### config.mk
export PLATFORM = sky130hd
export DESIGN_NAME = rsps_ctrl
export DESIGN_NICKNAME = d
export VERILOG_FILES = /design/src/rsps_pkg.sv /design/src/rsps_ctrl.sv
export SDC_FILE = /design/constraint.sdc
export NUM_CORES = 1
export LEC_CHECK = 0
export BUFFER_PORTS_ARGS = -buffer_cell sky130_fd_sc_hd__buf_2
export CORE_MARGIN = 4
export CORE_UTILIZATION = 42
export CTS_CLUSTER_DIAMETER = 100
export DETAILED_ROUTE_END_ITERATION = 7
export GPL_TIMING_DRIVEN = 0
export PLACE_DENSITY = 0.86
export SLEW_MARGIN = 20
export SYNTH_ARGS = -nofsm -noshare
export SYNTH_HDL_FRONTEND = slang
export SYNTH_SLANG_ARGS = --single-unit
export TNS_END_PERCENT = 10
### constraint.sdc
create_clock -name clk -period 1.8 [get_ports clk]
set_clock_uncertainty 0.1 [all_clocks]
set_input_delay 0.27 -clock clk [delete_from_list [all_inputs] [get_ports clk]]
set_output_delay 0.27 -clock clk [all_outputs]
set_load 0.05 [all_outputs]
### src/rsps_pkg.sv
// Package: shared types, constants and codes for the record stack.
`timescale 1ns / 1ps
package rsps_pkg;
  localparam int Depth = 32;
  localparam int AddrW = $clog2(Depth);
  localparam int CntW = $clog2(Depth + 1);
  localparam int RevW = 35;
  localparam logic [RevW-1:0] RevMax = {RevW{1'b1}};

  typedef enum logic [2:0] {
    ACT_PUSH = 3'd0, ACT_POP = 3'd1, ACT_SORT = 3'd2, ACT_TOTAL = 3'd3, ACT_DUMP = 3'd4
  } action_t;

  typedef enum logic [1:0] {
    ST_OK = 2'd0, ST_FULL = 2'd1, ST_EMPTY = 2'd2
  } status_t;

  typedef struct packed {
    logic [2:0]  action;
    logic [15:0] dishes_count;
    logic [15:0] sold_count;
    logic [19:0] price_cents;
  } in_item_t;

  typedef struct packed {
    logic [1:0]      status;
    logic [15:0]     out_dishes;
    logic [15:0]     out_sold;
    logic [19:0]     out_price;
    logic [RevW-1:0] revenue_total;
    logic            last_of_run;
  } out_item_t;

  typedef struct packed {
    logic [15:0] dishes;
    logic [15:0] sold;
    logic [19:0] price;
  } rec_t;

  typedef enum logic [3:0] {
    S_IDLE, S_SORT_RD_KEY, S_SORT_KEY, S_SORT_RD, S_SORT_CMP, S_SORT_PUT,
    S_TOT_RD, S_TOT_MUL, S_TOT_DIV, S_TOT_ACC, S_TOT_OUT,
    S_DUMP_RD, S_DUMP_OUT
  } state_t;

  // controller -> datapath commands
  typedef struct packed {
    logic capture;    // take the input transaction
    logic do_push;
    logic do_pop;
    logic out_simple; // strobe a single status result
    logic i_init;     // i <= 1
    logic i_inc;
    logic rd_i;       // read store[i]
    logic key_load;   // key <= read data, j <= i
    logic rd_jm1;     // read store[j-1]
    logic shift_wr;   // store[j] <= read data, j--
    logic key_wr;     // store[j] <= key
    logic tot_init;
    logic mul;
    logic divide;
    logic acc;
    logic out_total;
    logic dump_init;  // i <= count
    logic rd_top;     // read store[i-1]
    logic out_dump;   // emit read record, i--
  } ctl_t;

  typedef struct packed {
    logic [2:0] action;
    logic       empty;
    logic       full;
    logic       i_done;   // i >= count
    logic       j_zero;
    logic       less;     // store[j-1].price < key.price
    logic       i_one;    // dump: this is the last record
  } sts_t;
endpackage

### src/rsps_ctrl.sv
// Controller: sequences push, pop, insertion sort, revenue total and dump.
`timescale 1ns / 1ps
module rsps_ctrl (
  input  logic             clk,
  input  logic             rst_n,
  input  logic             start,
  input  logic [2:0]       in_action,
  input  rsps_pkg::sts_t   sts,
  output logic             busy,
  output rsps_pkg::ctl_t   ctl
);
  rsps_pkg::state_t state_r, state_nxt;
  logic go;
  // one-cycle decode slot after capture lives in S_IDLE via pend_r
  logic pend_r;

  assign go = start && !busy && (in_action <= 3'(rsps_pkg::ACT_DUMP));

  always_ff @(posedge clk) begin
    if (!rst_n) begin
      state_r <= rsps_pkg::S_IDLE;
      pend_r <= 1'b0;
    end else begin
      state_r <= state_nxt;
      pend_r <= go;
    end
  end

  always_comb begin
    state_nxt = state_r;
    unique case (state_r)
      rsps_pkg::S_IDLE: if (pend_r) begin
        unique case (sts.action)
          3'(rsps_pkg::ACT_SORT):  if (!sts.empty) state_nxt = rsps_pkg::S_SORT_RD_KEY;
          3'(rsps_pkg::ACT_TOTAL): if (!sts.empty) state_nxt = rsps_pkg::S_TOT_RD;
          3'(rsps_pkg::ACT_DUMP):  if (!sts.empty) state_nxt = rsps_pkg::S_DUMP_RD;
          default: state_nxt = rsps_pkg::S_IDLE;
        endcase
      end
      rsps_pkg::S_SORT_RD_KEY: state_nxt = sts.i_done ? rsps_pkg::S_IDLE : rsps_pkg::S_SORT_KEY;
      rsps_pkg::S_SORT_KEY: state_nxt = rsps_pkg::S_SORT_RD;
      rsps_pkg::S_SORT_RD: state_nxt = sts.j_zero ? rsps_pkg::S_SORT_PUT : rsps_pkg::S_SORT_CMP;
      rsps_pkg::S_SORT_CMP: state_nxt = sts.less ? rsps_pkg::S_SORT_RD : rsps_pkg::S_SORT_PUT;
      rsps_pkg::S_SORT_PUT: state_nxt = rsps_pkg::S_SORT_RD_KEY;
      rsps_pkg::S_TOT_RD: state_nxt = sts.i_done ? rsps_pkg::S_TOT_OUT : rsps_pkg::S_TOT_MUL;
      rsps_pkg::S_TOT_MUL: state_nxt = rsps_pkg::S_TOT_DIV;
      rsps_pkg::S_TOT_DIV: state_nxt = rsps_pkg::S_TOT_ACC;
      rsps_pkg::S_TOT_ACC: state_nxt = rsps_pkg::S_TOT_RD;
      rsps_pkg::S_TOT_OUT: state_nxt = rsps_pkg::S_IDLE;
      rsps_pkg::S_DUMP_RD: state_nxt = rsps_pkg::S_DUMP_OUT;
      rsps_pkg::S_DUMP_OUT: state_nxt = sts.i_one ? rsps_pkg::S_IDLE : rsps_pkg::S_DUMP_RD;
      default: state_nxt = rsps_pkg::S_IDLE;
    endcase
  end

  always_comb begin
    ctl = '0;
    busy = (state_r != rsps_pkg::S_IDLE) || pend_r;
    unique case (state_r)
      rsps_pkg::S_IDLE: if (pend_r) begin
        unique case (sts.action)
          3'(rsps_pkg::ACT_PUSH): begin
            ctl.out_simple = 1'b1;
            ctl.do_push = !sts.full;
          end
          3'(rsps_pkg::ACT_POP): begin
            ctl.out_simple = 1'b1;
            ctl.do_pop = !sts.empty;
          end
          3'(rsps_pkg::ACT_SORT): begin
            ctl.out_simple = 1'b1;
            ctl.i_init = !sts.empty;
          end
          3'(rsps_pkg::ACT_TOTAL): begin
            ctl.out_simple = sts.empty;
            ctl.tot_init = !sts.empty;
          end
          default: begin
            ctl.out_simple = sts.empty;
            ctl.dump_init = !sts.empty;
          end
        endcase
      end
      rsps_pkg::S_SORT_RD_KEY: ctl.rd_i = !sts.i_done;
      rsps_pkg::S_SORT_KEY: ctl.key_load = 1'b1;
      rsps_pkg::S_SORT_RD: ctl.rd_jm1 = !sts.j_zero;
      rsps_pkg::S_SORT_CMP: ctl.shift_wr = sts.less;
      rsps_pkg::S_SORT_PUT: begin
        ctl.key_wr = 1'b1;
        ctl.i_inc = 1'b1;
      end
      rsps_pkg::S_TOT_RD: ctl.rd_i = !sts.i_done;
      rsps_pkg::S_TOT_MUL: ctl.mul = 1'b1;
      rsps_pkg::S_TOT_DIV: begin
        ctl.divide = 1'b1;
        ctl.i_inc = 1'b1;
      end
      rsps_pkg::S_TOT_ACC: ctl.acc = 1'b1;
      rsps_pkg::S_TOT_OUT: ctl.out_total = 1'b1;
      rsps_pkg::S_DUMP_RD: ctl.rd_top = 1'b1;
      rsps_pkg::S_DUMP_OUT: ctl.out_dump = 1'b1;
      default: ctl = '0;
    endcase
    ctl.capture = go;
  end
endmodule

==> impl_metrics.yaml <==
clocking:
  clkTransAtPathRegs_ps: 40
  h-tree-depth: 1
  cts_tree: "built"
  clock-root-buffer: "clkbuf_4"
  cts_buffers: 3
  cts_hold_repair.buffers: 0
  cts_sinks: 5
  insertion_delay_ps: 240
  clockBufferDepth: 2
route:
  drt-total-wl_um: 2080
  vias_per_cell: 5.76
  vias: 830
  drtIter0Drc: 22
  detail_route.wl_per_cell_um: 14.5
  final_antenna_net_count: 0
  drt_first_pass_iters: 4
  drc: 0
yosys:
  synth_nets: 106
  avgSynthCellArea_um2: 6.43
  synth_top_area_cell: "dfxtp_1"
  synth-main-ff-cell: "dfxtp_1"
  yosysWarnings: 0
  yosysUniqueCellTypes: 34
  synth_top_cell_area_share_pct: 17.1
  synthTopCellsByCount: "nor2_1 (15), nand2_1 (10), a21oi_1 (9)"
  syn_inst: 91
  ys_seq_area_share_pct: 17.1
  ys_seq_elements: 5
  yosysMostFrequentCell: "nor2_1"
  async_flop_share_pct: 0
  synthesis.area_um2: 586
  synth.area.top_cells: "dfxtp_1 (17%), nor2_1 (9.6%), a21oi_1 (7.7%), nand2_1 (6.4%), nand2b_1 (6.4%)"
  synth_edf_count: 0
final_layout:
  layoutNonFillerInstCount: 144
  syn2layout_area_growth_pct: 72.2
  n_antenna_cell: 0
  final_util_pct: 77.5
  drive_above_1_share_pct: 53.5
  fin_area_mm2: 0.00101
  layout.nets: 145
power_and_ir_drop:
  power_density_mw_per_mm2: 383
  p_leak_uw: 0.000431
  max-vdd-ir-drop_mv: 0.343
worst_setup_path:
  cpPeakStageDelay_ps: 380
  path_cells: "nor4_4 -> nand2_4 -> nor3b_2 -> buf_6"
  critPathCaptureType: "primary output"
  arrival_ps: 1510
  path_max_fanout: 6
  path_buf_inv: 1
  crit_type: "reg -> out"
  r2r_start: "state_r[2]"
  crit_slowest_cell: "nor4_4"
  critPathTopFamily: "simple AND/OR/NAND/NOR gates"
  start_kind: "register"
  cp.required_ps: 1430
  crit_path_start: "state_r[3]"
global_routing:
  grt_pass1_wl_um: 3450
  grt_pass1_vias: 838
  grt_start_max_net_pins: 11
  overflow: 0
  antenna_found_initial: 0
  grt_use_total_pct: 22.8
flow_run:
  max_cap_violations: 0
die:
  ios: 35
  die_w_um: 45.3
  start_util_pct: 45.0
  coreArea_mm2: 0.00130
  die_h_um: 45.3
  std_cell_rows: 13
  dieArea_mm2: 0.00206
timing:
  finalHoldViolCount: 0
  relSlewSlack_pct: 77.7
  fin_setup_tns_ps: -300
  fin_ws_ps: -76.5
  rsz0062_at_grt: "true"
  fmax_ghz: 0.533
  drv_slew: 0
  fin_hold_ws_ps: 172
  period_share_pct: 104
  setup_viol: 7
  finalCriticalPeriod_ps: 1880
  worst_pin_slew_ps: 332
place:
  portBuffers: 34
  place_inst: 140
  dp_hpwl_um: 1500
  globalplace.congestion: 0.891
  placed_cell_area_um2: 853
worst_hold_path:
  hold_class: "in -> reg"
  holdCritStartpoint: "rst_n"
status:
  violations: "negative setup slack"
  outcome: "complete, but fails checks"
flip-flops by register name (all words and copies together) (netlist names):
| register | flops |
|---|---|
| pend_r | 1 |
| state_r | 4 |
final cells by class:
type | instances | area (um2)
buffer | 5 | 41.3
clock buffer | 4 | 26.3
fill | 91 | 293
inverter | 1 | 3.75
multi-input combinational | 78 | 557
sequential | 5 | 108
tap | 15 | 18.8
timing repair buffer | 36 | 254
cell usage in the layout, fill, tap and decap left out, types with 2 or more instances in the layout:
cell / instances
nor2_1: 13
a21oi_1: 9
nand3b_1: 2
o21bai_1: 2
o21ai_0: 4
nand2_1: 9
nor3_4: 2
nor2_2: 2
nor3b_2: 2
buf_6: 8
dfxtp_2: 3
buf_2: 20
nor3_2: 4
or4_1: 2
clkbuf_4: 6
nand2b_1: 4
buf_4: 9
nor4_4: 3
repair_timing:
| action | CTS | global route |
|---|---|---|
| endpoints found under the setup margin | 16 | 15 |
| setup buffers | 2 | 0 |
| gates resized for setup | 32 | 14 |
| pin swaps | 7 | 3 |
metal layers:
metal	up-vias	share of wire [%]	track usage (%)
met4	0	0.67	9.94
met2	43	53	40.1
met3	2	7.5	4.38
met5	-	0	0
met1	377	39	26.3
li1	408	-	-
through the flow:
stage                     total power (uW)  setup WS [ps]
after floorplan                        201           -291
after global placement                 240           -253
after detailed placement               243           -274
after CTS                              384          -99.6
after global routing                   412           -210
final                                  387          -76.5
worst paths after layout:
kind                endpoint  slack [ps]  cells past startpoint
hold / removal        pend_r         170                      2
setup / recovery      ctl[2]         -80                      4
hold reg to reg   state_r[2]         630                      3
setup reg to reg  state_r[0]         290                      4
where the power goes:
group | switching [uW] | internal, uW | total, uW
sequential | 5.53 | 113 | 119
combinational | 87.5 | 55.1 | 143
clock | 41.9 | 83.5 | 125
cell families after synthesis:
group                  synth area share, %
multiplexers                          1.71
buffers and inverters                 7.69
flip-flops                            17.1
AO/OA/AOI/OAI                         23.5
AND/OR/NAND/NOR                       50.0
Note: power is estimated with default switching activity, not from simulation.
